$ cat config.mk
export PLATFORM = sky130hd
export DESIGN_NAME = dtwsa_sched
export DESIGN_NICKNAME = d
export VERILOG_FILES = /design/src/rtl/core/dtwsa_pkg.sv /design/src/rtl/core/dtwsa_sched.sv
export SDC_FILE = /design/constraint.sdc
export NUM_CORES = 1
export LEC_CHECK = 0
export BUFFER_PORTS_ARGS = -buffer_cell sky130_fd_sc_hd__buf_2
export CORE_MARGIN = 5
export CORE_UTILIZATION = 40
export DETAILED_ROUTE_END_ITERATION = 7
export MAX_ROUTING_LAYER = met4
export PLACE_DENSITY = 0.73
export SKIP_CTS_REPAIR_TIMING = 1
export SLEW_MARGIN = 0
export SYNTH_ARGS = -nofsm -noshare
export SYNTH_HDL_FRONTEND = slang
export SYNTH_SLANG_ARGS = --single-unit
$ cat constraint.sdc
create_clock -name clk -period 3.8 [get_ports clk]
set_input_delay 0.57 -clock clk [delete_from_list [all_inputs] [get_ports clk]]
set_output_delay 0.57 -clock clk [all_outputs]
set_load 0.01 [all_outputs]
$ cat src/rtl/core/dtwsa_pkg.sv
`default_nettype none
// ----------------------------------------------------------------------------
// dtwsa_pkg
// Shared widths, register codes, memory word layouts and the per-cell tag of
// the weighted-step DTW accumulator.
// ----------------------------------------------------------------------------
package dtwsa_pkg;

  localparam int COST_W       = 24;
  localparam int ACC_W        = 32;
  localparam int ROW_W        = 16;
  localparam int COL_IDX_W    = 10;
  localparam int CFG_COUNT_W  = 11;
  localparam int CFG_DATA_W   = 32;
  localparam int CFG_INDEX_W  = 1;
  localparam int STEP_N       = 5;
  localparam int DEF_MAX_COLS = 1024;

  localparam logic [CFG_COUNT_W-1:0] RESET_COLUMN_COUNT = 11'd1024;
  localparam logic [ACC_W-1:0]       RESET_INFINITY     = 32'd4096000;

  typedef enum logic [CFG_INDEX_W-1:0] {
    CFG_COLUMN_COUNT   = 1'b0,
    CFG_INFINITY_VALUE = 1'b1
  } cfg_reg_t;

  // One column of the accumulated-cost store: rows i-1, i-2, i-3.
  typedef struct packed {
    logic [ACC_W-1:0] r1;
    logic [ACC_W-1:0] r2;
    logic [ACC_W-1:0] r3;
  } acc_word_t;

  // One column of the local-cost store: rows i-1, i-2.
  typedef struct packed {
    logic [COST_W-1:0] c1;
    logic [COST_W-1:0] c2;
  } cost_word_t;

  typedef struct packed {
    logic [ROW_W-1:0]     row_index;
    logic [COL_IDX_W-1:0] col_index;
    logic                 row_end;
    logic                 row_ge1;
    logic                 row_ge2;
    logic                 row_ge3;
    logic                 col_ge1;
    logic                 col_ge2;
    logic                 col_ge3;
    logic                 origin;
  } cell_tag_t;

endpackage
`default_nettype wire

$ cat src/rtl/core/dtwsa_sched.sv
`default_nettype none
// ----------------------------------------------------------------------------
// dtwsa_sched
// Configuration registers, row/column counters and input admission.
// ----------------------------------------------------------------------------
module dtwsa_sched #(
  parameter  int MAX_COLS = dtwsa_pkg::DEF_MAX_COLS,
  localparam int ColW     = $clog2(MAX_COLS)
) (
  input  logic                                clk,
  input  logic                                rst,
  input  logic                                cfg_write,
  input  logic [dtwsa_pkg::CFG_INDEX_W-1:0]   cfg_index,
  input  logic [dtwsa_pkg::CFG_DATA_W-1:0]    cfg_data,
  input  logic                                in_valid,
  input  logic                                first_cell,
  input  logic                                in_open,
  input  logic                                hazard,
  output logic                                in_ready,
  output logic                                accept,
  output logic [ColW-1:0]                     cell_col,
  output dtwsa_pkg::cell_tag_t                cell_tag,
  output logic [dtwsa_pkg::ACC_W-1:0]         infinity
);

  localparam int EffW = (ColW + 1 > dtwsa_pkg::CFG_COUNT_W) ? ColW + 1
                                                           : dtwsa_pkg::CFG_COUNT_W;
  localparam int JxW  = ColW + dtwsa_pkg::COL_IDX_W;

  logic [dtwsa_pkg::CFG_COUNT_W-1:0] column_count;
  logic [dtwsa_pkg::ROW_W-1:0]       row_counter;
  logic [ColW-1:0]                   col_counter;

  logic [dtwsa_pkg::ROW_W-1:0]       row_cur;
  logic [EffW-1:0]                   cc_ext;
  logic [EffW-1:0]                   eff;
  logic [EffW-1:0]                   col_plus;
  logic [JxW-1:0]                    col_wide;
  logic                              last;

  always_ff @(posedge clk) begin
    if (rst) begin
      column_count <= dtwsa_pkg::RESET_COLUMN_COUNT;
      infinity     <= dtwsa_pkg::RESET_INFINITY;
    end else if (cfg_write) begin
      unique case (dtwsa_pkg::cfg_reg_t'(cfg_index))
        dtwsa_pkg::CFG_COLUMN_COUNT:   column_count <= cfg_data[dtwsa_pkg::CFG_COUNT_W-1:0];
        dtwsa_pkg::CFG_INFINITY_VALUE: infinity     <= cfg_data[dtwsa_pkg::ACC_W-1:0];
        default: ;
      endcase
    end
  end

  always_comb begin
    cc_ext   = EffW'(column_count);
    if (cc_ext == '0) begin
      eff = EffW'(1);
    end else if (cc_ext > EffW'(MAX_COLS)) begin
      eff = EffW'(MAX_COLS);
    end else begin
      eff = cc_ext;
    end
    cell_col = first_cell ? '0 : col_counter;
    row_cur  = first_cell ? '0 : row_counter;
    col_plus = EffW'(cell_col) + EffW'(1);
    last     = col_plus >= eff;
    col_wide = JxW'(cell_col);

    cell_tag.row_index = row_cur;
    cell_tag.col_index = col_wide[dtwsa_pkg::COL_IDX_W-1:0];
    cell_tag.row_end   = last;
    cell_tag.row_ge1   = row_cur != '0;
    cell_tag.row_ge2   = row_cur >= dtwsa_pkg::ROW_W'(2);
    cell_tag.row_ge3   = row_cur >= dtwsa_pkg::ROW_W'(3);
    cell_tag.col_ge1   = cell_col != '0;
    cell_tag.col_ge2   = cell_col >= ColW'(2);
    cell_tag.col_ge3   = cell_col >= ColW'(3);
    cell_tag.origin    = (row_cur == '0) && (cell_col == '0);

    in_ready = in_open && !hazard;
    accept   = in_valid && in_ready;
  end

  always_ff @(posedge clk) begin
    if (rst) begin
      row_counter <= '0;
      col_counter <= '0;
    end else if (accept) begin
      if (last) begin
        col_counter <= '0;
        if (row_cur != '1) begin
          row_counter <= row_cur + dtwsa_pkg::ROW_W'(1);
        end else begin
          row_counter <= row_cur;
        end
      end else begin
        col_counter <= col_plus[ColW-1:0];
        row_counter <= row_cur;
      end
    end
  end

endmodule
`default_nettype wire

After elaboration in Yosys (flattened, before gate mapping). Cells that the tools add are included.

Output and inout bits: 78. Logic and storage cells: 32. Input bits: 40. Flip-flop bits (word level): 69.

Reduce and logical (&&, ||, !) cells: 11. Equality and inequality tests: 1. Add/subtract/negate cells: 2. Multiplexer cells: 7. Bitwise operators: 1. Magnitude comparators: 6.

Operators by type and width (number): 16-bit two-way mux (3); 16-bit by 2-bit greater-or-equal comparator with 1-bit output (second input constant) (2); 11-bit two-way mux (2); 10-bit by 2-bit greater-or-equal comparator with 1-bit output (second input constant) (2); 10-bit two-way mux (2); 16-bit by 1-bit adder with 16-bit output (second input constant) (1); 16-bit logical NOT (1); 16-bit != test (second input constant) (1); 16-bit nonzero test (1); 10-bit by 1-bit adder with 11-bit output (second input constant) (1); 11-bit greater-or-equal comparator (1); 11-bit > comparator (second input constant) (1); 11-bit logical NOT (1); 10-bit logical NOT (1); 10-bit nonzero test (1); 2-bit AND reduction (2); 1-bit logical AND (3); 1-bit logical NOT (1); 1-bit inverter (1).

Logic depth before layout (Yosys ltp). Gate-level depths: netlist of the first run.

Depth after elaboration: 5. Gate-level depth with buffers: 18. Depth with buffers taken out: 15.

Worst setup path after synthesis of the first run. Ideal clock, no wire load.

Path kind: input to output. Start point: in first_cell. End point: out cell_tag[7] in the netlist's numbering. Arrival time: 3354 ps. Path buffers: 4. Slack: -124 ps. Cell stages on the path: 17. Data required time: 3230 ps. Cell sequence: buf_2 > clkbuf_1 > nand2b_1 > inv_1 > ha_1 > nand4b_1 > nor2_1 > and3_1 > and3_1 > ha_1 > nand4_1 > nor2_1 > a21oi_1 > and2_1 > inv_1 > clkbuf_1 > buf_4.

Word-level cells in the longest chain between the ends: 3.

RTL lines: start, declared (RTL line dtwsa_sched.sv:16) `input logic first_cell,`; 10-bit two-way mux (RTL line dtwsa_sched.sv:63) `cell_col = first_cell ? '0 : col_counter;`; named net cell_col[0] (RTL line dtwsa_sched.sv:21) `output logic [ColW-1:0] cell_col,`; 10-bit by 1-bit adder with 11-bit output (RTL line dtwsa_sched.sv:65) `col_plus = EffW'(cell_col) + EffW'(1);`; 11-bit greater-or-equal comparator (RTL line dtwsa_sched.sv:66) `last = col_plus >= eff;`; end, declared (RTL line dtwsa_sched.sv:22) `output dtwsa_pkg::cell_tag_t cell_tag,`.

The timed path passes the listed nets, and every way through them passes these cells.

==> results of run 1 <==
## flip-flops by register name (all words and copies together) (netlist names)
| signal | cells |
|---|---|
| cc_ext | 11 |
| col_counter | 10 |
| infinity | 32 |
| row_counter | 16 |
## per-layer routing
layer | GRT usage (%) | up-vias | share of wire (%)
li1 | - | 1878 | -
met1 | 23.90 | 1722 | 45
met2 | 26.75 | 174 | 44
met3 | 4.275 | 16 | 9.0
met4 | 5.571 | 0 | 1.3
met5 | - | - | 0
## critical path, stage by stage
cell and delay [ns]:
buf_2 0.12, nand2b_1 0.16, inv_1 0.13, ha_2 0.22, nand4b_1 0.16, nor2_2 0.17, and3_4 0.21, and3_1 0.17
ha_1 0.25, a21oi_1 0.15, o21ai_0 0.10, a21oi_1 0.12, and2_1 0.19, inv_2 0.09, buf_2 0.15
## cells by family after synthesis
kind of cell               count (synthesis)  synth area share (%)
AOI/OAI and AO/OA                         87                 13.30
xor gates and xnor gates                   8                 1.866
adders and majority gates                 17                 5.665
buffers and inverters                     53                 6.831
DFF                                       69                 36.79
muxes                                      7                 2.099
and+or+nand+nor                          257                 33.46
## power by group through the flow
stage                     sequential, mW  combinational (mW)  clock [mW]
after global placement             0.777               0.170           0
after CTS                          0.762               0.175       0.611
after detailed placement           0.779               0.174           0
after global routing               0.766               0.195       0.649
final                              0.762               0.174       0.597
after floorplan                    0.785              0.0974           0
## through the flow
stage / power (mW) / utilization (%) / worst slack (ns)
floorplan: 0.8821 / - / 0.02612
global placement: 0.9472 / 47.10 / 0.2899
detailed placement: 0.9530 / 47.10 / 0.2134
CTS: 1.547 / 49.27 / 0.2214
global route: 1.609 / 49.54 / 0.0001441
finish: 1.534 / 49.54 / 0.2618
## cells in the final DEF (no fill, tap or decap), types with 2 or more instances in the layout
cell type / netlist / routed
a211o_1: 2 / 2
a21oi_1: 65 / 65
a311oi_1: 5 / 5
a31oi_1: 2 / 2
a41o_1: 4 / 4
and2_1: 2 / 2
and3_1: 3 / 2
buf_2: 1 / 117
buf_4: 11 / 11
clkbuf_8: 0 / 9
clkinv_2: 0 / 2
clkinv_4: 0 / 3
dfxtp_1: 69 / 69
ha_1: 17 / 16
inv_1: 8 / 7
mux2_2: 7 / 7
nand2_1: 131 / 131
nand2b_1: 8 / 8
nand3_1: 14 / 14
nand3b_1: 7 / 7
nand4_1: 8 / 8
nand4b_1: 2 / 2
nor2_1: 24 / 23
nor2b_1: 25 / 25
nor3_1: 6 / 6
nor4_1: 13 / 13
nor4b_1: 2 / 2
o21ai_0: 4 / 4
or2_2: 3 / 3
or3_1: 2 / 2
or4_1: 2 / 2
xnor2_1: 4 / 4
xor2_1: 4 / 3
## area by class of cell
class	instances	area, um2	share of cell area (%)
clock buffer	9	123.9	2.719
inverter	9	33.78	0.7416
tap	111	138.9	3.049
sequential	69	1381	30.32
clock inverter	7	75.07	1.648
multi-input combinational	376	2135	46.86
timing repair buffer	128	668.1	14.67
## worst max path at each step
stage / start / to / cells past startpoint
after floorplan: first_cell / cell_tag[7] / 17
after global placement: first_cell / row_counter[9]$_SDFFE_PP0P_ / 16
after detailed placement: first_cell / row_counter[9]$_SDFFE_PP0P_ / 16
after CTS: first_cell / cell_tag[7] / 15
after global routing: first_cell / cell_tag[7] / 15
final: first_cell / cell_tag[7] / 15
==> impl_metrics.yaml, run 1 <==
routing:
  via_count: 3790
  routedWlPerCell_um: 14.08
  drc: 0
  ant_nets: 0
  dr.pass1.iters: 5
  wl_mm: 9.983
  viasPerCell: 5.346
  drt_iter0_markers: 187
setup_path:
  cp.arrival_ns: 2.97
  r2r_cells: 15
  worst_setup_path_start_kind: "primary input"
  critPathCaptureType: "output pin"
  regToRegSetupSlack_ns: 0.60
  cp_max_fo: 5
  worst-setup-path-type: "in -> out"
  required_ns: 3.23
  reg2reg_from: "col_counter[1]$_SDFFE_PP0P_"
  r2r-end: "row_counter[9]$_SDFFE_PP0P_"
synthesis:
  synth_edf_count: 0
  synth.top_cell.area_share_pct: 36.79
  ys_async_sr_fraction_pct: 0
  synth_nets: 555
  synthCells: 498
  synth_common_cells: "131 x nand2_1, 69 x dfxtp_1, 65 x a21oi_1"
  synth_area_per_cell_um2: 7.540
  synth_cell_types: 44
  synthTopCellsByArea: "dfxtp_1 37%, nand2_1 13%, a21oi_1 8.7%"
  ys_seq_area_share_pct: 36.79
  synth.most_common_cell: "nand2_1"
  synth_area_leader_cell: "dfxtp_1"
  synth.ff_latch_count: 69
  synth_flop_cell: "dfxtp_1"
  yosysWarningCount: 0
  syn_area_um2: 3755
place:
  hpwlAfterDp_mm: 7.389
  numPortBuffers: 117
  place_area_um2: 4332
  dp_cells: 692
  gpl.final_weighted_congestion: 0.8866
floorplanning:
  core_area_um2: 9196
  io_pins: 118
  die_y_um: 106.9
  dieArea_um2: 11420
  rows: 35
  die_w_um: 106.9
  start_util_pct: 40.83
power_and_ir_drop:
  combPwrFrac_pct: 11.3
  swShare_pct: 26.91
  p_clk_share_pct: 39.0
  vdd_drop_max_v: 0.0003231
  switching_power_mw: 0.4126
  seqPwrFrac_pct: 49.7
  power.internal_mw: 1.121
  power_density_nw_per_um2: 336.6
  leakage_nw: 2.099
final_layout:
  area_delta_synth_final_pct: 21.33
  final_area_um2: 4556
  instances_no_fill: 709
  n_fill_cell: 910
  layout-drive-gt1-share_pct: 27.26
  fin_nets: 650
  antennaDiodeCount: 0
worst_hold_path:
  hp-class: "in -> reg"
  hold_path.startpoint: "cfg_data[18]"
  min_path_cells: 3
  whs_endpoint: "infinity[18]$_SDFFE_PP1P_"
cts:
  clkSlewWorstSetupHoldPaths_ns: 0.07
  clockRootBuffer: "clkbuf_8"
  cts_sinks: 69
  cts_max_level: 3
  clk_latency_ns: 0.33
  cts_buffers: 9
  cts_tree: "yes"
  cts_buffer_depth: 2
timing:
  rsz0062_at_grt: "false"
  final_hold_viol_count: 0
  worstMarginPinSlew_ns: 1.086
  setup_violations: 0
  fin_crit_sh_pct: 93.11
  finalMaxSlewViolations: 0
  maxClockFrequency_mhz: 282.6
  fin_setup_tns_ns: 0
  relSlewSlack_pct: 27.62
  period_minus_slack_ns: 3.538
  clock_skew_ns: 0.008535
  hold_slack_ns: 0.4515
global_route:
  grt.total_usage_pct: 17.85
  grt_overflow: 0
  grt_pass1_wl_mm: 16.47
  antenna_found_initial: 0
  grt_max_degree: 44
  grt_pass1_vias: 3548
run:
  cap_violations: 0
run_status:
  status: "complete, no violations"
Note: power is estimated with default switching activity, not from simulation.
==> run 2: changes to the inputs <==
--- a/config.mk
+++ b/config.mk
@@ -10,7 +10,7 @@
 export CORE_UTILIZATION = 40
 export DETAILED_ROUTE_END_ITERATION = 7
 export MAX_ROUTING_LAYER = met4
-export PLACE_DENSITY = 0.73
+export PLACE_DENSITY = 0.7
 export SKIP_CTS_REPAIR_TIMING = 1
 export SLEW_MARGIN = 0
 export SYNTH_ARGS = -nofsm -noshare
==> constraint.sdc (replaced) <==
create_clock -name clk -period 3.5 [get_ports clk]
set_input_delay 0.525 -clock clk [delete_from_list [all_inputs] [get_ports clk]]
set_output_delay 0.525 -clock clk [all_outputs]
set_load 0.01 [all_outputs]
==> run 2 against run 1 <==
Largest cell class unchanged. Utilization grew 0.72 points. Combinational power grew 9.8%. Highest routed layer unchanged. Power grew 12%. Clock power grew 18%. Clock skew shrank 0.0025 ns. Routed wire length grew 0.28%. Global-route usage shrank 0.15 points. Final cell count grew 0.42%. Setup slack lost 0.099 ns. Final area grew 1.5%.
==> impl_metrics.yaml, run 2 (same netlist as run 1, synthesis figures left out) <==
setup_path:
  cp_max_fo: 8
  crit_chain: "buf_2 > nand2b_4 > inv_2 > ha_4 > nand4b_1 > nor2_2 > and3_1 > and3_1 > ha_1 > a21oi_1 > o21ai_0 > a21oi_1 > and2_4 > inv_1 > buf_2"
  required_ns: 2.97
  worst-setup-path-type: "in -> out"
  slowest_delay_ns: 0.25
  cp_slowest_cell: "ha_1"
  worst_setup_path_start_kind: "primary input"
  critPathCaptureType: "output pin"
  cp.arrival_ns: 2.81
timing:
  fin_setup_tns_ns: 0
  finalMaxSlewViolations: 0
  setup_violations: 0
  rsz0062_at_grt: "false"
  period_minus_slack_ns: 3.337
  relSlewSlack_pct: 29.42
  hold_slack_ns: 0.3908
  clock_skew_ns: 0.006050
  fin_crit_sh_pct: 95.35
  maxClockFrequency_mhz: 299.7
  final_hold_viol_count: 0
  worstMarginPinSlew_ns: 1.059
final_layout:
  largest_reg_flops: 32
  final_cell_mix: "131 x nand2_1, 117 x buf_2, 68 x dfxtp_1"
  largest-register: "infinity"
  final_common_cell: "nand2_1"
  antennaDiodeCount: 0
  post-route-util_pct: 50.26
  area_delta_synth_final_pct: 23.09
  layout-drive-gt1-share_pct: 28.29
  instances_no_fill: 712
  fin_nets: 654
global_route:
  grt_overflow: 0
  grt_max_degree: 45
  grt_pass1_wl_mm: 16.30
  grt.total_usage_pct: 17.70
  grt_pass1_vias: 3516
  antenna_found_initial: 0
cts:
  cts_max_level: 3
  clk_latency_ns: 0.34
  clkSlewWorstSetupHoldPaths_ns: 0.07
  cts_tree: "yes"
  clockRootBuffer: "clkbuf_8"
  cts_buffer_depth: 2
  cts_buffers: 9
  cts_sinks: 69
floorplanning:
  die_w_um: 106.9
  io_pins: 118
  core_area_um2: 9196
  rows: 35
  die_y_um: 106.9
  start_util_pct: 40.83
  dieArea_um2: 11420
place:
  dp_cells: 692
  hpwlAfterDp_mm: 7.418
  gpl.final_weighted_congestion: 0.9425
  numPortBuffers: 117
routing:
  ant_nets: 0
  drc: 0
  wl_mm: 10.01
  routedWlPerCell_um: 14.06
  via_count: 3753
  viasPerCell: 5.271
  dr.pass1.iters: 4
  drt_iter0_markers: 137
run:
  cap_violations: 0
power_and_ir_drop:
  leakage_nw: 2.131
  power_mw: 1.722
  power_density_nw_per_um2: 372.7
  vdd_drop_max_v: 0.0003334
worst_hold_path:
  hp-class: "in -> reg"
run_status:
  status: "complete, no violations"
run 2: final timing paths:
check | start | to | slack, ns | depth (start not counted)
max | first_cell | cell_tag[7] | 0.16 | 15
min | cfg_data[18] | infinity[18]$_SDFFE_PP1P_ | 0.39 | 3
max reg2reg | col_counter[1]$_SDFFE_PP0P_ | row_counter[2]$_SDFFE_PP0P_ | 0.44 | 16
min reg2reg | infinity[25]$_SDFFE_PP0P_ | infinity[25]$_SDFFE_PP0P_ | 0.45 | 2
run 2: layout make-up:
class	instances	area, um2
Fill cell	897	4574
Multi-Input combinational cell	376	2156
Sequential cell	69	1383
Timing Repair Buffer	132	698.2
Tap cell	111	138.9
Clock buffer	9	123.9
Clock inverter	6	88.84
Inverter	9	33.78
run 2: worst max-delay path, delay by kind of cell:
kind | cells | cell delay (ns)
and+or+nand+nor | 6 | 1.03
adders and majority gates | 2 | 0.40
buffers and inverters | 4 | 0.45
AOI/OAI and AO/OA | 3 | 0.40
run 2: per-layer routing:
layer  part of all wire, %  GRT usage (%)  up-vias
li1                      -              -     1889
met1                    46          23.48     1679
met2                    43          26.39      168
met3                   9.1          3.853       17
met4                   1.6          6.941        0
met5                     0              -        -
run 2: metrics by stage:
step	setup slack (ns)	cell area, um2
2_1_floorplan	0.0003619	3799
3_3_place_gp	0.1379	4362
3_5_place_dp	0.03693	4362
4_1_cts	0.01963	4574
5_1_grt	0.008891	4622
6_report	0.1628	4622
run 2: power breakdown:
group	switching (mW)	internal [mW]	total [mW]
Sequential	0.0159	0.812	0.828
Combinational	0.115	0.0761	0.191
Clock	0.307	0.397	0.704
