## src/rtl/core/dtwsa_pkg.sv

```systemverilog
`default_nettype none
// ----------------------------------------------------------------------------
// dtwsa_pkg
// Shared widths, register codes, memory word layouts and the per-cell tag of
// the weighted-step DTW accumulator.
// ----------------------------------------------------------------------------
package dtwsa_pkg;

  localparam int COST_W       = 24;
  localparam int ACC_W        = 32;
  localparam int ROW_W        = 16;
  localparam int COL_IDX_W    = 10;
  localparam int CFG_COUNT_W  = 11;
  localparam int CFG_DATA_W   = 32;
  localparam int CFG_INDEX_W  = 1;
  localparam int STEP_N       = 5;
  localparam int DEF_MAX_COLS = 1024;

  localparam logic [CFG_COUNT_W-1:0] RESET_COLUMN_COUNT = 11'd1024;
  localparam logic [ACC_W-1:0]       RESET_INFINITY     = 32'd4096000;

  typedef enum logic [CFG_INDEX_W-1:0] {
    CFG_COLUMN_COUNT   = 1'b0,
    CFG_INFINITY_VALUE = 1'b1
  } cfg_reg_t;

  // One column of the accumulated-cost store: rows i-1, i-2, i-3.
  typedef struct packed {
    logic [ACC_W-1:0] r1;
    logic [ACC_W-1:0] r2;
    logic [ACC_W-1:0] r3;
  } acc_word_t;

  // One column of the local-cost store: rows i-1, i-2.
  typedef struct packed {
    logic [COST_W-1:0] c1;
    logic [COST_W-1:0] c2;
  } cost_word_t;

  typedef struct packed {
    logic [ROW_W-1:0]     row_index;
    logic [COL_IDX_W-1:0] col_index;
    logic                 row_end;
    logic                 row_ge1;
    logic                 row_ge2;
    logic                 row_ge3;
    logic                 col_ge1;
    logic                 col_ge2;
    logic                 col_ge3;
    logic                 origin;
  } cell_tag_t;

endpackage
`default_nettype wire

```

## src/rtl/core/dtwsa_if.sv

```systemverilog
`default_nettype none


interface dtwsa_accum_if;
  logic                           valid;
  logic                           ready;
  logic [dtwsa_pkg::ACC_W-1:0]     accum_cost;
  logic [dtwsa_pkg::ROW_W-1:0]     row_index;
  logic [dtwsa_pkg::COL_IDX_W-1:0] col_index;
  logic                           row_end;

  modport source (output valid, output accum_cost, output row_index, output col_index,
                  output row_end, input ready);
  modport sink   (input valid, input accum_cost, input row_index, input col_index,
                  input row_end, output ready);
endinterface
`default_nettype wire

```

## src/rtl/core/dtwsa_recur.sv

```systemverilog
`default_nettype none
// ----------------------------------------------------------------------------
// dtwsa_recur
// Four-stage recursion pipeline with output register: step terms, saturating
// step sums, five-way minimum, write-back of the line stores.
// ----------------------------------------------------------------------------
module dtwsa_recur #(
  parameter  int MAX_COLS = dtwsa_pkg::DEF_MAX_COLS,
  localparam int ColW     = $clog2(MAX_COLS)
) (
  input  logic                          clk,
  input  logic                          rst,
  input  logic                          accept,
  input  logic [ColW-1:0]               cell_col,
  input  dtwsa_pkg::cell_tag_t          cell_tag,
  input  logic [dtwsa_pkg::COST_W-1:0]  local_cost,
  input  logic [dtwsa_pkg::ACC_W-1:0]   infinity,
  output logic                          in_open,
  output logic                          hazard,
  input  dtwsa_pkg::acc_word_t          acc_rd,
  input  dtwsa_pkg::cost_word_t         cost_rd,
  output logic                          acc_wr_en,
  output logic [ColW-1:0]               acc_wr_addr,
  output dtwsa_pkg::acc_word_t          acc_wr_data,
  output logic                          cost_wr_en,
  output logic [ColW-1:0]               cost_wr_addr,
  output dtwsa_pkg::cost_word_t         cost_wr_data,
  dtwsa_accum_if.source                 res
);

  localparam int AW = dtwsa_pkg::ACC_W;
  localparam int KW = AW + 2;
  localparam int SW = KW + 1;
  localparam int N  = dtwsa_pkg::STEP_N;

  // stage 1
  logic                         s1_valid;
  dtwsa_pkg::cell_tag_t         s1_tag;
  logic [ColW-1:0]              s1_col;
  logic [dtwsa_pkg::COST_W-1:0] s1_cost;
  // row history along the current row
  dtwsa_pkg::acc_word_t         h1;
  logic [AW-1:0]                h2_r1;
  logic [AW-1:0]                h3_r1;
  logic [dtwsa_pkg::COST_W-1:0] recent0;
  logic [dtwsa_pkg::COST_W-1:0] recent1;
  // stage 2
  logic                         s2_valid;
  dtwsa_pkg::cell_tag_t         s2_tag;
  logic [ColW-1:0]              s2_col;
  logic [2*AW-1:0]              s2_keep;
  logic [AW-1:0]                s2_p [N];
  logic [KW-1:0]                s2_k [N];
  // stage 3
  logic                         s3_valid;
  dtwsa_pkg::cell_tag_t         s3_tag;
  logic [ColW-1:0]              s3_col;
  logic [2*AW-1:0]              s3_keep;
  logic [AW-1:0]                s3_t [N];
  // stage 4
  logic                         s4_valid;
  dtwsa_pkg::cell_tag_t         s4_tag;
  logic [ColW-1:0]              s4_col;
  logic [2*AW-1:0]              s4_keep;
  logic [AW-1:0]                s4_m0;
  logic [AW-1:0]                s4_m1;
  logic [AW-1:0]                s4_m2;

  logic out_en, s4_en, s3_en, s2_en;
  logic [AW-1:0] c_ext, c_i1, c_i2, c_j1, c_j2;
  logic [AW-1:0] p [N];
  logic [KW-1:0] k [N];
  logic [SW-1:0] sum [N];
  logic [AW-1:0] t [N];
  logic [AW-1:0] m01;
  logic [AW-1:0] d;

  // stage enables; an empty stage always takes
  always_comb begin
    out_en  = !res.valid || res.ready;
    s4_en   = out_en || !s4_valid;
    s3_en   = s4_en || !s3_valid;
    s2_en   = s3_en || !s2_valid;
    in_open = s2_en || !s1_valid;
    hazard  = (s1_valid && (s1_col == cell_col)) || (s2_valid && (s2_col == cell_col)) ||
              (s3_valid && (s3_col == cell_col)) || (s4_valid && (s4_col == cell_col));
  end

  // step terms
  always_comb begin
    c_ext = AW'(s1_cost);
    c_i1  = s1_tag.row_ge1 ? AW'(cost_rd.c1) : infinity;
    c_i2  = s1_tag.row_ge2 ? AW'(cost_rd.c2) : infinity;
    c_j1  = s1_tag.col_ge1 ? AW'(recent0) : infinity;
    c_j2  = s1_tag.col_ge2 ? AW'(recent1) : infinity;

    if (s1_tag.origin) begin
      p[0] = '0;
    end else begin
      p[0] = (s1_tag.row_ge1 && s1_tag.col_ge1) ? h1.r1 : infinity;
    end
    p[1] = (s1_tag.row_ge2 && s1_tag.col_ge1) ? h1.r2 : infinity;
    p[2] = (s1_tag.row_ge1 && s1_tag.col_ge2) ? h2_r1 : infinity;
    p[3] = (s1_tag.row_ge3 && s1_tag.col_ge1) ? h1.r3 : infinity;
    p[4] = (s1_tag.row_ge1 && s1_tag.col_ge3) ? h3_r1 : infinity;

    k[0] = KW'(c_ext);
    k[1] = KW'(c_i1) + KW'(c_ext);
    k[2] = KW'(c_j1) + KW'(c_ext);
    k[3] = KW'(c_i2) + KW'(c_i1) + KW'(c_ext);
    k[4] = KW'(c_j2) + KW'(c_j1) + KW'(c_ext);

    cost_wr_en        = s1_valid && s2_en;
    cost_wr_addr      = s1_col;
    cost_wr_data.c1   = s1_cost;
    cost_wr_data.c2   = cost_rd.c1;
  end

  // saturating step sums
  always_comb begin
    for (int n = 0; n < N; n++) begin
      sum[n] = SW'(s2_p[n]) + SW'(s2_k[n]);
      t[n]   = (sum[n][SW-1:AW] != '0) ? '1 : sum[n][AW-1:0];
    end
  end

  // final minimum and write-back
  always_comb begin
    m01                = (s4_m1 < s4_m0) ? s4_m1 : s4_m0;
    d                  = (s4_m2 < m01) ? s4_m2 : m01;
    acc_wr_en          = s4_valid && out_en;
    acc_wr_addr        = s4_col;
    acc_wr_data.r1     = d;
    acc_wr_data.r2     = s4_keep[2*AW-1:AW];
    acc_wr_data.r3     = s4_keep[AW-1:0];
  end

  always_ff @(posedge clk) begin
    if (rst) begin
      s1_valid  <= 1'b0;
      s2_valid  <= 1'b0;
      s3_valid  <= 1'b0;
      s4_valid  <= 1'b0;
      res.valid <= 1'b0;
    end else begin
      if (in_open) begin
        s1_valid <= accept;
      end
      if (s2_en) begin
        s2_valid <= s1_valid;
      end
      if (s3_en) begin
        s3_valid <= s2_valid;
      end
      if (s4_en) begin
        s4_valid <= s3_valid;
      end
      if (out_en) begin
        res.valid <= s4_valid;
      end
    end
  end

  always_ff @(posedge clk) begin
    if (accept) begin
      s1_tag  <= cell_tag;
      s1_col  <= cell_col;
      s1_cost <= local_cost;
    end
    if (s1_valid && s2_en) begin
      h1      <= acc_rd;
      h2_r1   <= h1.r1;
      h3_r1   <= h2_r1;
      recent0 <= s1_cost;
      recent1 <= recent0;
    end
    if (s2_en) begin
      s2_tag  <= s1_tag;
      s2_col  <= s1_col;
      s2_keep <= {acc_rd.r1, acc_rd.r2};
      for (int n = 0; n < N; n++) begin
        s2_p[n] <= p[n];
        s2_k[n] <= k[n];
      end
    end
    if (s3_en) begin
      s3_tag  <= s2_tag;
      s3_col  <= s2_col;
      s3_keep <= s2_keep;
      for (int n = 0; n < N; n++) begin
        s3_t[n] <= t[n];
      end
    end
    if (s4_en) begin
      s4_tag  <= s3_tag;
      s4_col  <= s3_col;
      s4_keep <= s3_keep;
      s4_m0   <= (s3_t[1] < s3_t[0]) ? s3_t[1] : s3_t[0];
      s4_m1   <= (s3_t[3] < s3_t[2]) ? s3_t[3] : s3_t[2];
      s4_m2   <= s3_t[4];
    end
    if (out_en) begin
      res.accum_cost <= d;
      res.row_index  <= s4_tag.row_index;
      res.col_index  <= s4_tag.col_index;
      res.row_end    <= s4_tag.row_end;
    end
  end

endmodule
`default_nettype wire

```

## src/flat_wrapper.sv

```systemverilog
// flat-port wrapper written by rule: the top's interface ports become plain ports
module dtwsa_recur_flat 
#(
  parameter  int MAX_COLS = dtwsa_pkg::DEF_MAX_COLS,
  localparam int ColW     = $clog2(MAX_COLS)
)
  (clk, rst, accept, cell_col, cell_tag, local_cost, infinity, in_open, hazard, acc_rd, cost_rd, acc_wr_en, acc_wr_addr, acc_wr_data, cost_wr_en, cost_wr_addr, cost_wr_data, res_valid, res_accum_cost, res_row_index, res_col_index, res_row_end, res_ready);
  dtwsa_accum_if res_i ();
  input  logic clk;
  input  logic rst;
  input  logic accept;
  input  logic [ColW-1:0] cell_col;
  input  dtwsa_pkg::cell_tag_t cell_tag;
  input  logic [dtwsa_pkg::COST_W-1:0] local_cost;
  input  logic [dtwsa_pkg::ACC_W-1:0] infinity;
  output logic in_open;
  output logic hazard;
  input  dtwsa_pkg::acc_word_t acc_rd;
  input  dtwsa_pkg::cost_word_t cost_rd;
  output logic acc_wr_en;
  output logic [ColW-1:0] acc_wr_addr;
  output dtwsa_pkg::acc_word_t acc_wr_data;
  output logic cost_wr_en;
  output logic [ColW-1:0] cost_wr_addr;
  output dtwsa_pkg::cost_word_t cost_wr_data;
  output wire logic [$bits(res_i.valid)-1:0] res_valid;
  output wire logic [$bits(res_i.accum_cost)-1:0] res_accum_cost;
  output wire logic [$bits(res_i.row_index)-1:0] res_row_index;
  output wire logic [$bits(res_i.col_index)-1:0] res_col_index;
  output wire logic [$bits(res_i.row_end)-1:0] res_row_end;
  input wire logic [$bits(res_i.ready)-1:0] res_ready;
  assign res_valid = res_i.valid;
  assign res_accum_cost = res_i.accum_cost;
  assign res_row_index = res_i.row_index;
  assign res_col_index = res_i.col_index;
  assign res_row_end = res_i.row_end;
  assign res_i.ready = res_ready;
  dtwsa_recur #(.MAX_COLS(MAX_COLS)) u_core (.clk(clk), .rst(rst), .accept(accept), .cell_col(cell_col), .cell_tag(cell_tag), .local_cost(local_cost), .infinity(infinity), .in_open(in_open), .hazard(hazard), .acc_rd(acc_rd), .cost_rd(cost_rd), .acc_wr_en(acc_wr_en), .acc_wr_addr(acc_wr_addr), .acc_wr_data(acc_wr_data), .cost_wr_en(cost_wr_en), .cost_wr_addr(cost_wr_addr), .cost_wr_data(cost_wr_data), .res(res_i));
endmodule
```

## config.mk

```make
export PLATFORM = sky130hd
export DESIGN_NAME = dtwsa_recur_flat
export DESIGN_NICKNAME = d
export VERILOG_FILES = /design/src/rtl/core/dtwsa_pkg.sv /design/src/rtl/core/dtwsa_if.sv /design/src/rtl/core/dtwsa_recur.sv /design/src/flat_wrapper.sv
export SDC_FILE = /design/constraint.sdc
export NUM_CORES = 2
export LEC_CHECK = 0
export ABC_CLOCK_PERIOD_IN_PS = 15040
export BUFFER_PORTS_ARGS = -buffer_cell sky130_fd_sc_hd__buf_2
export CORE_UTILIZATION = 35
export DETAILED_ROUTE_END_ITERATION = 7
export GPL_TIMING_DRIVEN = 0
export HOLD_SLACK_MARGIN = 0.05
export PLACE_DENSITY_LB_ADDON = 0.3
export SYNTH_ARGS = -nofsm -noshare
export SYNTH_HDL_FRONTEND = slang
export SYNTH_SLANG_ARGS = --single-unit
```

## constraint.sdc

```tcl
create_clock -name clk -period 15.04 [get_ports clk]
set_input_delay 0.752 -clock clk [delete_from_list [all_inputs] [get_ports clk]]
set_output_delay 0.752 -clock clk [all_outputs]
set_load 0.1 [all_outputs]
```

# Word level (Yosys, flattened, before mapping)
# Memory sizes are Yosys's and may differ from the RTL's. A register that Yosys moved wholly into a read port is not among the register bits.
# Cells that the tools add are included.
[op_classes]
n_addsub = 11
n_lt_le_gt_ge = 4
n_eq_ne = 4
muxes = 23
reduce_logical = 29
[op_table]
columns = ["op", "n"]
rows = [
  ["$mux 32", 19],
  ["$add 32x34->35", 5],
  ["$lt 32x32->1", 4],
  ["$add 34x24->34", 2],
  ["$add 32x24->33", 2],
  ["$add 32x32->33", 2],
  ["$eq 10x10->1", 4],
  ["$reduce_bool 3->1", 5],
  ["$logic_and 1x1->1", 11],
  ["$logic_or 1x1->1", 8],
  ["$logic_not 1->1", 5],
  ["$mux 1", 4],
]
[totals]
ff_bits = 707
mem_bits_rw = 490
inputBits = 248
output_inout_bits = 228
elab_cells = 119
n_memories = 3
[mem_list]
columns = ["memory", "words", "width", "read_ports", "rd_clocked_by_memory_dff", "wr", "line_no", "rtl"]
rows = [
  ["u_core.s2_k", 5, 34, 5, 0, 5, "dtwsa_recur.sv:53", "logic [KW-1:0] s2_k [N];"],
  ["u_core.s2_p", 5, 32, 5, 0, 5, "dtwsa_recur.sv:52", "logic [AW-1:0] s2_p [N];"],
  ["u_core.s3_t", 5, 32, 5, 1, 5, "dtwsa_recur.sv:59", "logic [AW-1:0] s3_t [N];"],
]

# Longest topological paths before layout
[depth]
depth_word = 7
depth_mapped = 26
ltp_nobuf = 24

# Worst setup path before layout
# OpenSTA, ideal clock, no wires.
[synth_path]
path_type = "register to register"
from = "register u_core.res.valid"
to = "register u_core.h1[0] (netlist name), enable pin"
setup_time_ns = 0.914
arrival_ns = 12.614
required_time_ns = 14.126
setup_slack_ns = 1.512
stages_incl_launch_ff = 4
path_buffers = 0
synth_period_minus_slack_ns = 13.528
path_cell_list = "dfxtp_1 nor2b_1 and3_1 a21oi_1"
[synth_between]
elab_chain_cells = 6
[synth_rtl]
columns = ["element", "line_no", "rtl"]
rows = [
  ["start, declared", "dtwsa_if.sv:12", "modport source (output valid, output accum_cost, output row_index, output col_index,"],
  ["start signal, assigned", "dtwsa_recur.sv:159", "res.valid <= s4_valid;"],
  ["$logic_not 1->1", "dtwsa_recur.sv:80", "out_en = !res.valid || res.ready;"],
  ["$logic_or 1x1->1", "dtwsa_recur.sv:80", ""],
  ["$logic_or 1x1->1", "dtwsa_recur.sv:81", "s4_en = out_en || !s4_valid;"],
  ["$logic_or 1x1->1", "dtwsa_recur.sv:82", "s3_en = s4_en || !s3_valid;"],
  ["$logic_or 1x1->1", "dtwsa_recur.sv:83", "s2_en = s3_en || !s2_valid;"],
  ["$logic_and 1x1->1", "n/a", ""],
  ["named net cost_wr_en", "flat_wrapper.sv:23", "output logic cost_wr_en;"],
  ["end signal, assigned", "dtwsa_recur.sv:171", "h1 <= acc_rd;"],
  ["end, declared", "dtwsa_recur.sv:42", "dtwsa_pkg::acc_word_t h1;"],
]
# The timed path passes the listed nets, and every way through them passes these cells.
# A chain may end at the register's enable or synchronous reset.

==> flow_metrics.py <==
metrics = {
    "setup_path": {
        "critPathMaxFanout": 10,
        "cp-start-kind": "register",
        "reg2reg_from": "u_core.s1_tag[6]",
        "critPathRequiredTime_ps": 14290,
        "endpoint_kind": "output port",
        "r2r_slack_ps": 6700,
        "worstSetupPathType": "register to output port",
        "r2r_end": "u_core.s2_k[0][133]",
        "cp.arrival_ps": 8350,
        "reg2reg_depth": 21,
        "critPathLaunch": "u_core.s4_m1[1]",
        "crit_path_end": "acc_wr_data[88]",
    },
    "hold_path": {
        "hold_class": "input pin to register",
    },
    "yosys": {
        "syn_area_per_cell_sq_um": 12.8,
        "synth-edff-count": 1212,
        "ys_types": 88,
        "synth_top_area_share_pct": 58.1,
        "ys.flop_type": "edfxtp_1",
        "ys_warn_count": 0,
        "ys_ff_latch": 1217,
        "synthesis.area_sq_um": 62700,
        "ys_top_cells_by_area": "edfxtp_1 (58%), ha_1 (8.7%), mux2_2 (5.2%)",
        "seq_area_frac_synth_pct": 58.3,
        "syn_inst": 4890,
        "synth_async_sr_flop_share_pct": 0,
        "syn_nets": 5585,
        "synth_top_area_cell": "edfxtp_1",
    },
    "floorplan": {
        "io-pin-count": 476,
        "fp.dieArea_sq_um": 181000,
        "die_h_um": 425,
        "start_util_pct": 35.4,
        "coreArea_sq_um": 177000,
        "die_w_um": 425,
        "rows": 154,
    },
    "sta": {
        "slew_violations": 0,
        "setup_violations": 0,
        "fmax_mhz": 110,
        "maxSlewHeadroom_pct": 13.2,
        "skew_ps": 37.9,
        "worst_pin_slew_ps": 1300,
        "hold_viol_final": 0,
        "fin_ws_ps": 5930,
        "fin_crit_sh_pct": 60.5,
        "rsz0062_at_grt": "false",
        "finalCriticalPeriod_ps": 9110,
    },
    "clock_tree": {
        "cts_tree": "built",
        "cts_resized": 0,
        "post_cts_buffers": 0,
        "cts_root_buffer": "clkbuf_16",
        "htree_levels": 4,
        "clkSinkCount": 1217,
        "cts.clk_slew.worst_paths_ps": 60,
        "hold_buffers": 0,
        "clockBufferDepth": 3,
        "cts_made_buffers": 142,
        "insertion_delay_ps": 800,
    },
    "global_route": {
        "antenna_found_initial": 9,
        "grt_pass1_vias": 41740,
        "grt_first_pass_wirelength_um": 260000,
        "grt-ovfl-total": 0,
        "grt_max_degree": 101,
        "track_usage_pct": 19.5,
    },
    "power_and_ir_drop": {
        "ir_drop_mv": 0.272,
        "p_sw_mw": 6.61,
        "pwr-share-clk_pct": 22.9,
        "switching_share_pct": 42.9,
        "p_seq_share_pct": 32.2,
        "total_power_mw": 15.4,
        "p_comb_share_pct": 45.0,
        "power.internal_mw": 8.81,
        "power.density_nw_per_um2": 210,
        "p_leak_nw": 29.5,
    },
    "routing": {
        "vias": 41482,
        "dr_wl_met3_um": 10000,
        "top_layer": "met5",
        "wire_per_inst_um": 22.5,
        "wl_met2_um": 85100,
        "dr.pass1.iters": 6,
        "drc": 0,
        "drt-vias-per-instance": 5.19,
        "drtIter0Drc": 3159,
        "m1WireLength_um": 76200,
        "ant_nets": 0,
        "wl_um": 180000,
    },
    "finish": {
        "nNetsFinal": 6226,
        "final_layout_size_suffix_gt1_share_pct": 19.7,
        "mostFrequentLayoutCells": "edfxtp_1 (1212), buf_2 (488), ha_1 (436)",
        "layout-area-overhead-vs-synth_pct": 17.0,
        "final_cells": 7995,
        "fillers": 16484,
        "fin_util_pct": 41.5,
        "final_common_cell": "edfxtp_1",
    },
    "placement": {
        "dp_hpwl_um": 141000,
        "placed_cells": 7726,
        "place_ws_ps": 6270,
        "gp_congestion": 0.937,
        "numPortBuffers": 474,
    },
    "flow_run": {
        "drv_cap": 0,
    },
    "status": {
        "status": "finished clean",
    },
}
layout make-up:
type / count / area [sq um] / share of cell area (%)
Antenna cell: 5 / 12.5 / 0.0171
Buffer: 163 / 847 / 1.16
Clock buffer: 176 / 3830 / 5.22
Clock inverter: 87 / 948 / 1.29
Inverter: 235 / 890 / 1.21
Multi-Input combinational cell: 3275 / 24500 / 33.4
Sequential cell: 1217 / 36500 / 49.8
Tap cell: 2340 / 2930 / 3.99
Timing Repair Buffer: 497 / 2920 / 3.98
worst min path at each step:
stage	endpoint	slack [ps]	startpoint	cells after the start
global placement	u_core.s4_tag[13]	400	u_core.s3_tag[13]	0
CTS	u_core.s1_cost[17]	60	local_cost[17]	1
floorplan	u_core.res.col_index[0]	400	u_core.s4_tag[8]	0
detailed placement	u_core.res.col_index[5]	400	u_core.s4_tag[13]	0
global route	u_core.s1_cost[9]	70	local_cost[9]	1
finish	u_core.s1_cost[9]	130	local_cost[9]	1
critical path, stage by stage, from the launching register on:
cell      delay (ps)
edfxtp_1         400
ha_1             290
a21o_1           100
a211oi_1          80
o31a_1           300
a21oi_1          230
o21ai_0          220
a41oi_1          860
buf_2            470
mux2i_1          290
ha_1             290
a21o_1           170
a21o_1           180
a21oi_1          130
o21ai_0          130
a211oi_1         260
nor2_1            80
a211oi_1         790
nand3_1          160
o211ai_1         610
buf_2            410
mux2i_1          550
buf_2            530
power by group through the flow:
stage | Clock (mW) | Combinational, mW | Sequential [mW]
5_1_grt | 3.74 | 7.50 | 5.02
4_1_cts | 3.62 | 6.99 | 4.96
2_1_floorplan | 0 | 4.71 | 5.34
3_3_place_gp | 0 | 6.87 | 5.02
6_report | 3.52 | 6.94 | 4.96
3_5_place_dp | 0 | 6.96 | 5.02
synthesized netlist by cell type, drive strengths merged (6+ instances only):
| cell | instances |
|---|---|
| a2111oi | 9 |
| a211o | 12 |
| a211oi | 31 |
| a21bo | 6 |
| a21boi | 21 |
| a21o | 165 |
| a21oi | 314 |
| a221oi | 11 |
| a31oi | 62 |
| and2 | 16 |
| and3 | 36 |
| and4 | 8 |
| buf | 85 |
| clkbuf | 78 |
| edfxtp | 1212 |
| fa | 11 |
| ha | 436 |
| inv | 235 |
| mux2 | 287 |
| mux2i | 74 |
| nand2 | 368 |
| nand2b | 61 |
| nand3 | 101 |
| nand4 | 62 |
| nor2 | 230 |
| nor2b | 80 |
| nor3 | 70 |
| nor4 | 13 |
| o2111ai | 9 |
| o211ai | 60 |
| o21a | 63 |
| o21ai | 192 |
| o21bai | 34 |
| o31a | 9 |
| o31ai | 20 |
| or2 | 12 |
| or3 | 21 |
| xnor2 | 190 |
| xor2 | 112 |
sequential cells by signal (all words and copies together) (netlist names), 32 cells and up:
name	cells
u_core.s3_keep	64
u_core.s2_keep	64
u_core.h3_r1	32
u_core.s1_tag	34
u_core.s4_keep	64
u_core.s4_m1	32
u_core.s4_m2	32
u_core.s3_t	160
u_core.s4_m0	32
u_core.s2_p	160
u_core.h1	96
u_core.res.accum_cost	32
u_core.s2_k	158
u_core.h2_r1	32
cells by family after synthesis:
| family | after synthesis | synth area share [%] |
|---|---|---|
| flip-flops | 1217 | 58.3 |
| AND/OR/NAND/NOR | 1097 | 8.34 |
| AO/OA/AOI/OAI | 1068 | 11.0 |
| adder cells (fa/ha/maj) | 447 | 9.06 |
| buffers and inverters | 398 | 2.76 |
| multiplexers | 361 | 6.34 |
| XOR/XNOR | 302 | 4.22 |
through the flow:
step	hold slack [ps]	area, sq um	TNS [ps]
floorplan	400	62700	0
global placement	400	68000	-1371270
detailed placement	405	68500	0
CTS	57.1	73300	0
global route	73.4	73300	0
finish	129	73300	0
layer usage:
metal  up-vias  track usage [%]
met5         -                0
met4         6             8.83
met3       326             3.42
met2      1347             32.6
met1     20093             24.6
li1      19710                -
No activity file was read; power rests on OpenSTA's default activity.
